<file path="src/rtl/r2k_pkg.sv">
// Package: constants, rule table and helper functions for the romaji to kana converter.
package r2k_pkg;

    localparam int RULE_COUNT_DEF  = 150;
    localparam int MAX_PENDING_DEF = 4;
    localparam int ROM_SIZE        = 150;
    localparam int RESULT_LIMIT    = 5;

    localparam logic [15:0] KANA_SMALL_TSU = 16'h3063;
    localparam logic [15:0] KANA_N         = 16'h3093;
    localparam logic [15:0] KATA_LIMIT     = 16'h30A0;
    localparam logic [15:0] KATA_OFFSET    = 16'h0060;

    localparam logic [7:0] CH_N = 8'h6E;
    localparam logic [7:0] CH_A = 8'h61;
    localparam logic [7:0] CH_Z = 8'h7A;

    // Work item from the front end to the back end
    typedef struct packed {
        logic       flush;
        logic [7:0] ch;
    } t_cmd;

    // One rule: text bytes (byte 0 first, zero padded), length, two kana
    typedef struct packed {
        logic [31:0] text;
        logic [2:0]  len;
        logic [15:0] k0;
        logic [15:0] k1;
    } t_rule;

    function automatic t_rule mk(input string s, input logic [15:0] a, input logic [15:0] b);
        t_rule r;
        r.text = '0;
        r.len  = 3'(s.len());
        for (int i = 0; i < 4; i++) begin
            if (i < s.len()) r.text[i*8 +: 8] = s[i];
        end
        r.k0 = a;
        r.k1 = b;
        return r;
    endfunction

    function automatic t_rule rule_at(input logic [7:0] idx);
        t_rule r;
        r = mk("", 16'h0, 16'h0);
        unique case (idx)
            8'd0: r = mk("a",16'h3042,0);     8'd1: r = mk("i",16'h3044,0);
            8'd2: r = mk("u",16'h3046,0);     8'd3: r = mk("e",16'h3048,0);
            8'd4: r = mk("o",16'h304A,0);     8'd5: r = mk("ka",16'h304B,0);
            8'd6: r = mk("ki",16'h304D,0);    8'd7: r = mk("ku",16'h304F,0);
            8'd8: r = mk("ke",16'h3051,0);    8'd9: r = mk("ko",16'h3053,0);
            8'd10: r = mk("kya",16'h304D,16'h3083); 8'd11: r = mk("kyu",16'h304D,16'h3085);
            8'd12: r = mk("kyo",16'h304D,16'h3087); 8'd13: r = mk("sa",16'h3055,0);
            8'd14: r = mk("shi",16'h3057,0);  8'd15: r = mk("si",16'h3057,0);
            8'd16: r = mk("su",16'h3059,0);   8'd17: r = mk("se",16'h305B,0);
            8'd18: r = mk("so",16'h305D,0);   8'd19: r = mk("sha",16'h3057,16'h3083);
            8'd20: r = mk("sya",16'h3057,16'h3083); 8'd21: r = mk("shu",16'h3057,16'h3085);
            8'd22: r = mk("syu",16'h3057,16'h3085); 8'd23: r = mk("sho",16'h3057,16'h3087);
            8'd24: r = mk("syo",16'h3057,16'h3087); 8'd25: r = mk("she",16'h3057,16'h3047);
            8'd26: r = mk("ta",16'h305F,0);   8'd27: r = mk("chi",16'h3061,0);
            8'd28: r = mk("ti",16'h3061,0);   8'd29: r = mk("tsu",16'h3064,0);
            8'd30: r = mk("tu",16'h3064,0);   8'd31: r = mk("te",16'h3066,0);
            8'd32: r = mk("to",16'h3068,0);   8'd33: r = mk("cha",16'h3061,16'h3083);
            8'd34: r = mk("tya",16'h3061,16'h3083); 8'd35: r = mk("chu",16'h3061,16'h3085);
            8'd36: r = mk("tyu",16'h3061,16'h3085); 8'd37: r = mk("cho",16'h3061,16'h3087);
            8'd38: r = mk("tyo",16'h3061,16'h3087); 8'd39: r = mk("che",16'h3061,16'h3047);
            8'd40: r = mk("tsa",16'h3064,16'h3041); 8'd41: r = mk("tsi",16'h3064,16'h3043);
            8'd42: r = mk("tse",16'h3064,16'h3047); 8'd43: r = mk("tso",16'h3064,16'h3049);
            8'd44: r = mk("na",16'h306A,0);   8'd45: r = mk("ni",16'h306B,0);
            8'd46: r = mk("nu",16'h306C,0);   8'd47: r = mk("ne",16'h306D,0);
            8'd48: r = mk("no",16'h306E,0);   8'd49: r = mk("nya",16'h306B,16'h3083);
            8'd50: r = mk("nyu",16'h306B,16'h3085); 8'd51: r = mk("nyo",16'h306B,16'h3087);
            8'd52: r = mk("nn",16'h3093,0);   8'd53: r = mk("n'",16'h3093,0);
            8'd54: r = mk("ha",16'h306F,0);   8'd55: r = mk("hi",16'h3072,0);
            8'd56: r = mk("fu",16'h3075,0);   8'd57: r = mk("hu",16'h3075,0);
            8'd58: r = mk("he",16'h3078,0);   8'd59: r = mk("ho",16'h307B,0);
            8'd60: r = mk("hya",16'h3072,16'h3083); 8'd61: r = mk("hyu",16'h3072,16'h3085);
            8'd62: r = mk("hyo",16'h3072,16'h3087); 8'd63: r = mk("fa",16'h3075,16'h3041);
            8'd64: r = mk("fi",16'h3075,16'h3043);  8'd65: r = mk("fe",16'h3075,16'h3047);
            8'd66: r = mk("fo",16'h3075,16'h3049);  8'd67: r = mk("fyu",16'h3075,16'h3085);
            8'd68: r = mk("ma",16'h307E,0);   8'd69: r = mk("mi",16'h307F,0);
            8'd70: r = mk("mu",16'h3080,0);   8'd71: r = mk("me",16'h3081,0);
            8'd72: r = mk("mo",16'h3082,0);   8'd73: r = mk("mya",16'h307F,16'h3083);
            8'd74: r = mk("myu",16'h307F,16'h3085); 8'd75: r = mk("myo",16'h307F,16'h3087);
            8'd76: r = mk("ya",16'h3084,0);   8'd77: r = mk("yu",16'h3086,0);
            8'd78: r = mk("yo",16'h3088,0);   8'd79: r = mk("ra",16'h3089,0);
            8'd80: r = mk("ri",16'h308A,0);   8'd81: r = mk("ru",16'h308B,0);
            8'd82: r = mk("re",16'h308C,0);   8'd83: r = mk("ro",16'h308D,0);
            8'd84: r = mk("rya",16'h308A,16'h3083); 8'd85: r = mk("ryu",16'h308A,16'h3085);
            8'd86: r = mk("ryo",16'h308A,16'h3087); 8'd87: r = mk("wa",16'h308F,0);
            8'd88: r = mk("wi",16'h3046,16'h3043);  8'd89: r = mk("we",16'h3046,16'h3047);
            8'd90: r = mk("wo",16'h3092,0);   8'd91: r = mk("ga",16'h304C,0);
            8'd92: r = mk("gi",16'h304E,0);   8'd93: r = mk("gu",16'h3050,0);
            8'd94: r = mk("ge",16'h3052,0);   8'd95: r = mk("go",16'h3054,0);
            8'd96: r = mk("gya",16'h304E,16'h3083); 8'd97: r = mk("gyu",16'h304E,16'h3085);
            8'd98: r = mk("gyo",16'h304E,16'h3087); 8'd99: r = mk("za",16'h3056,0);
            8'd100: r = mk("ji",16'h3058,0);  8'd101: r = mk("zi",16'h3058,0);
            8'd102: r = mk("zu",16'h305A,0);  8'd103: r = mk("ze",16'h305C,0);
            8'd104: r = mk("zo",16'h305E,0);  8'd105: r = mk("ja",16'h3058,16'h3083);
            8'd106: r = mk("zya",16'h3058,16'h3083); 8'd107: r = mk("ju",16'h3058,16'h3085);
            8'd108: r = mk("zyu",16'h3058,16'h3085); 8'd109: r = mk("jo",16'h3058,16'h3087);
            8'd110: r = mk("zyo",16'h3058,16'h3087); 8'd111: r = mk("je",16'h3058,16'h3047);
            8'd112: r = mk("da",16'h3060,0);  8'd113: r = mk("di",16'h3062,0);
            8'd114: r = mk("du",16'h3065,0);  8'd115: r = mk("de",16'h3067,0);
            8'd116: r = mk("do",16'h3069,0);  8'd117: r = mk("ba",16'h3070,0);
            8'd118: r = mk("bi",16'h3073,0);  8'd119: r = mk("bu",16'h3076,0);
            8'd120: r = mk("be",16'h3079,0);  8'd121: r = mk("bo",16'h307C,0);
            8'd122: r = mk("bya",16'h3073,16'h3083); 8'd123: r = mk("byu",16'h3073,16'h3085);
            8'd124: r = mk("byo",16'h3073,16'h3087); 8'd125: r = mk("pa",16'h3071,0);
            8'd126: r = mk("pi",16'h3074,0);  8'd127: r = mk("pu",16'h3077,0);
            8'd128: r = mk("pe",16'h307A,0);  8'd129: r = mk("po",16'h307D,0);
            8'd130: r = mk("pya",16'h3074,16'h3083); 8'd131: r = mk("pyu",16'h3074,16'h3085);
            8'd132: r = mk("pyo",16'h3074,16'h3087); 8'd133: r = mk("va",16'h3094,16'h3041);
            8'd134: r = mk("vi",16'h3094,16'h3043);  8'd135: r = mk("vu",16'h3094,0);
            8'd136: r = mk("ve",16'h3094,16'h3047);  8'd137: r = mk("vo",16'h3094,16'h3049);
            8'd138: r = mk("xa",16'h3041,0);  8'd139: r = mk("xi",16'h3043,0);
            8'd140: r = mk("xu",16'h3045,0);  8'd141: r = mk("xe",16'h3047,0);
            8'd142: r = mk("xo",16'h3049,0);  8'd143: r = mk("xya",16'h3083,0);
            8'd144: r = mk("xyu",16'h3085,0); 8'd145: r = mk("xyo",16'h3087,0);
            8'd146: r = mk("xtsu",16'h3063,0); 8'd147: r = mk("xtu",16'h3063,0);
            8'd148: r = mk("xwa",16'h308E,0); 8'd149: r = mk("-",16'h30FC,0);
            default: r = mk("", 16'h0, 16'h0);
        endcase
        return r;
    endfunction

    // Hiragana to the selected script; the long vowel mark is shared
    function automatic logic [15:0] to_script(input logic [15:0] h, input logic kata);
        return (kata && h < KATA_LIMIT) ? h + KATA_OFFSET : h;
    endfunction

    function automatic logic is_cons(input logic [7:0] c);
        return c >= CH_A && c <= CH_Z && c != 8'h61 && c != 8'h69 && c != 8'h75 &&
               c != 8'h65 && c != 8'h6F && c != CH_N;
    endfunction

endpackage

</file>
<file path="src/rtl/r2k_front.sv">
// Front end: input handshake and a two-entry command queue.
module r2k_front (
    input  logic          i_clk,
    input  logic          i_rst_n,
    input  logic          i_valid,
    output logic          o_ready,
    input  r2k_pkg::t_cmd i_cmd,
    output logic          o_valid,
    input  logic          i_take,
    output r2k_pkg::t_cmd o_cmd
);
    r2k_pkg::t_cmd r_q [2];
    logic          r_rd;
    logic          r_wr;
    logic [1:0]    r_cnt;

    assign o_ready = (r_cnt != 2'd2);
    assign o_valid = (r_cnt != 2'd0);
    assign o_cmd   = r_q[r_rd];

    // Queue storage
    always_ff @(posedge i_clk) begin
        if (i_valid && o_ready) r_q[r_wr] <= i_cmd;
    end

    // Pointers and fill count
    always_ff @(posedge i_clk) begin
        if (!i_rst_n) begin
            r_rd  <= 1'b0;
            r_wr  <= 1'b0;
            r_cnt <= 2'd0;
        end else begin
            if (i_valid && o_ready) r_wr <= ~r_wr;
            if (o_valid && i_take) r_rd <= ~r_rd;
            r_cnt <= r_cnt + 2'(i_valid && o_ready) - 2'(o_valid && i_take);
        end
    end
endmodule

</file>
<file path="config.mk">
export PLATFORM = sky130hd
export DESIGN_NAME = r2k_front
export DESIGN_NICKNAME = d
export VERILOG_FILES = /design/src/rtl/r2k_pkg.sv /design/src/rtl/r2k_front.sv
export SDC_FILE = /design/constraint.sdc
export NUM_CORES = 1
export LEC_CHECK = 0
export ABC_CLOCK_PERIOD_IN_PS = 1500
export BUFFER_PORTS_ARGS = -buffer_cell sky130_fd_sc_hd__buf_4
export CAP_MARGIN = 20
export CORE_ASPECT_RATIO = 0.8
export CORE_MARGIN = 2
export CORE_UTILIZATION = 44
export DETAILED_ROUTE_END_ITERATION = 8
export PLACE_DENSITY = 0.72
export SLEW_MARGIN = 20
export SYNTH_ARGS = -nofsm -noshare
export SYNTH_HDL_FRONTEND = slang
export SYNTH_SLANG_ARGS = --single-unit
</file>
<file path="constraint.sdc">
create_clock -name i_clk -period 1.5 [get_ports i_clk]
set_input_delay 0.15 -clock i_clk [delete_from_list [all_inputs] [get_ports i_clk]]
set_output_delay 0.15 -clock i_clk [all_outputs]
set_load 0.02 [all_outputs]
</file>
==> results.cfg <==
[outcome]
run_status = completed

[worst_setup_path]
worst_path_most_repeated_cell = sky130_fd_sc_hd__ha_4
end_point_of_the_critical_path = r_cnt[1]$_SDFF_PN0_
worstSetupEndpointType = flop
worst-endpoint-arrival_ns = 1.69
r2r_end = r_cnt[1]$_SDFF_PN0_
path_delay_family = adder cells
critPathLaunchType = flop
worst-setup-path-type = flop to flop
path_depth = 7
cp_max_fo = 3
cp_num_buf_inv = 1
slowest_stage = sky130_fd_sc_hd__dfxtp_4
worst_setup_path_startpoint = r_cnt[1]$_SDFF_PN0_
critical_path_required_ns = 1.70
worstReg2RegStart = r_cnt[1]$_SDFF_PN0_
reg2reg_depth = 7
max_stage_delay_ns = 0.38
ff2ff_setup_slack_ns = 0.01
crit_path_cell_trace = o21a_4 > ha_4 > inv_2 > ha_4 > xnor2_2 > xnor2_1 > and2_1

[placed_design]
port_buffer_count = 23
place_inst = 106
gp_routability_congestion = 0.703
dp_hpwl_um = 1180

[sta]
clock_skew_ns = 0.00593
setup_repair_after_global_routing_missed_its_margin = true
peak_freq_mhz = 671
period_needed_ns = 1.49
report.final.slew_viol_count = 0
final_min_period_over_clock_period_pct = 99.3
post_route_hold_slack_ns = 0.0304
number_of_setup_violations_in_the_final_report = 0
totalNegativeSetupSlack_ns = 0
tightestPinTransition_ns = 0.185
max_slew_margin_pct = 87.6
timing.final.hold_violations = 0

[cts]
clkLatencyLatePin_ns = 0.30
clkSinkCount = 23
cts_root_buf = sky130_fd_sc_hd__clkbuf_4
cts_buffer_depth = 2
cts.htree.levels = 1
clk_pin_slew_worst_paths_ns = 0.12
cts_buffers = 3
tritoncts = built

[floorplan]
die_height_um = 44.0
die_area_sq_um = 2380
placeableCoreArea_sq_um = 1890
die_x_um = 54.1
top_level_ports = 24
floorplan.initialDensity_pct = 46.6
core.rowCount = 14

[synth]
ys_top_cells_by_area = sky130_fd_sc_hd__edfxtp_1 (61%), sky130_fd_sc_hd__mux2_2 (11%), sky130_fd_sc_hd__dfxtp_1 (11%)
synth_area_per_cell_sq_um = 17.0
syn_inst = 52
synthDistinctLibCells = 16
synth-simple-area-share_pct = 6.95
synth.yosys.warnings = 0
synth_top_family_by_area = multiplexers
ys_seq_area_share_pct = 72.6
yosysTopAreaCellShare_pct = 61.3
yosysTopAreaCell = sky130_fd_sc_hd__edfxtp_1
flip_flop_and_latch_count_after_synthesis = 23
synth_xor_area_share_pct = 2.98
synthAdderAreaFrac_pct = 2.84
synthMuxAreaShare_pct = 12.6
synth_compound_gate_area_share_pct = 0.993
synth.cell_area_sq_um = 882
synth.net_count = 67

[power_and_ir_drop]
power.switching_fraction_pct = 30.6
internal_cell_power_uw = 1400
comb_power_share_pct = 43.3
sequentialPowerShare_pct = 43.5
leakagePower_uw = 0.000518
irDropWorstVdd_mv = 0.838
power_density_nw_per_um2 = 1560
total_power_uw = 2020
net_switching_power_uw = 617
p_clk_share_pct = 13.2

[layout]
layout_cells_sized_above_1_pct = 61.3
final.fill_count = 135
multi_input_comb_area_sq_um = 287
nets = 109
antenna_cells = 0
seqCellArea_sq_um = 647
most_common_library_cell_in_the_layout_ignoring_fill_and_taps = sky130_fd_sc_hd__buf_4
layoutNonFillerInstCount = 117
syn_to_final_growth_pct = 46.5
layout_common_cells = sky130_fd_sc_hd__buf_4 (33), sky130_fd_sc_hd__edfxtp_1 (18), sky130_fd_sc_hd__mux2_2 (9), sky130_fd_sc_hd__dlygate4sd3_1 (5), sky130_fd_sc_hd__clkbuf_4 (3)

[route]
detail-route-antenna-nets = 0
route.detailed.drc = 0
dr.pass1.iters = 4
detail_route.iter0.violations = 4
num_vias = 535
detail_route.vias_per_cell = 4.57
wl_um = 1540
routedWlPerCell_um = 13.1

[global_routing]
groute.usage.overall_pct = 15.0
grt_overflow_total = 0
antenna_found_initial = 0
grt_start_max_net_pins = 14
first_global_vias = 573
grt_first_pass_wirelength_um = 2390

[run]
timing.max_cap.violations = 0

[hold_path]
holdCritPathClass = input pin to flop
## Yosys cell counts
cell type                  count
sky130_fd_sc_hd__nand2_1       2
sky130_fd_sc_hd__edfxtp_1     18
sky130_fd_sc_hd__nor2b_1       2
sky130_fd_sc_hd__nor2_1        1
sky130_fd_sc_hd__and3_1        1
sky130_fd_sc_hd__buf_2         1
sky130_fd_sc_hd__inv_1         1
sky130_fd_sc_hd__ha_1          2
sky130_fd_sc_hd__and2_1        2
sky130_fd_sc_hd__o21a_2        1
sky130_fd_sc_hd__dfxtp_1       5
sky130_fd_sc_hd__mux2i_1       1
sky130_fd_sc_hd__or2_2         1
sky130_fd_sc_hd__nand2b_1      2
sky130_fd_sc_hd__mux2_2        9
sky130_fd_sc_hd__xnor2_1       3
## per-stage QoR
step	worst slack [ns]	util (%)	cell area (sq um)
global placement	0.0160	61.3	1160
floorplan	0.00210	-	902
global route	-0.0386	68.3	1290
finish	0.0106	68.3	1290
CTS	-0.00906	65.6	1240
detailed placement	-0.0376	61.3	1160
## cell families (layout without fill, tap and decap cells)
| kind of cell | Yosys count | count (layout) |
|---|---|---|
| DFF | 23 | 23 |
| and+or+nand+nor | 11 | 11 |
| muxes | 10 | 10 |
| xor gates and xnor gates | 3 | 3 |
| adders and majority gates | 2 | 2 |
| buffers and inverters | 2 | 43 |
| AOI/OAI and AO/OA | 1 | 1 |
## power groups by stage
stage | Clock, uW | Combinational (uW) | Sequential (uW)
2_1_floorplan | 0 | 465 | 868
4_1_cts | 280 | 865 | 875
6_report | 266 | 875 | 878
3_5_place_dp | 0 | 757 | 891
3_3_place_gp | 0 | 747 | 876
5_1_grt | 314 | 949 | 889
## worst register-to-register path, stage by stage (launching register included)
cell	delay, ns
sky130_fd_sc_hd__dfxtp_4	0.38
sky130_fd_sc_hd__o21a_4	0.21
sky130_fd_sc_hd__ha_4	0.26
sky130_fd_sc_hd__inv_2	0.04
sky130_fd_sc_hd__ha_4	0.15
sky130_fd_sc_hd__xnor2_2	0.12
sky130_fd_sc_hd__xnor2_1	0.11
sky130_fd_sc_hd__and2_1	0.13
## sequential cells by signal, summed over array words and instances (netlist names), named ones only
signal	cells
r_wr	1
r_cnt	2
r_q	18
r_rd	1
## how the worst min path moves through the flow
| stage | from | endpoint | slack [ns] | cells after the start |
|---|---|---|---|---|
| final | i_cmd[4] | r_q[1][4]$_DFFE_PP_ | 0.03 | 1 |
| after global routing | i_cmd[7] | r_q[1][7]$_DFFE_PP_ | 0.003 | 1 |
| after CTS | i_cmd[6] | r_q[0][6]$_DFFE_PP_ | 0.01 | 1 |
| after detailed placement | i_cmd[6] | r_q[1][6]$_DFFE_PP_ | 0.34 | 1 |
| after global placement | i_cmd[8] | r_q[0][8]$_DFFE_PP_ | 0.34 | 1 |
| after floorplan | i_cmd[0] | r_q[0][0]$_DFFE_PP_ | 0.25 | 0 |
## timing repair
| item | CTS | global route |
|---|---|---|
| hold endpoints to repair | 0 | 10 |
| pin swaps | 5 | 1 |
| endpoints found under the setup margin | 1 | 5 |
| setup buffers | 2 | 0 |
| hold buffers | 0 | 5 |
| resized for setup | 6 | 1 |
## final cells by class
type	count	share of cell area, %
sequential	23	50.0
timing repair buffer	38	23.0
inverter	1	0.290
clock inverter	1	0.387
tap	24	2.32
multi-input combinational	27	22.2
clock buffer	3	1.74
## layer usage
layer  track usage [%]  vias up  part of all wire, %
li1                  -      271                    -
met1              16.2      252                   41
met2              27.6       10                   54
met3              5.07        2                  3.8
met4              4.50        0                 0.65
met5                 0        -                    0
No activity file was read; power rests on OpenSTA's default activity.
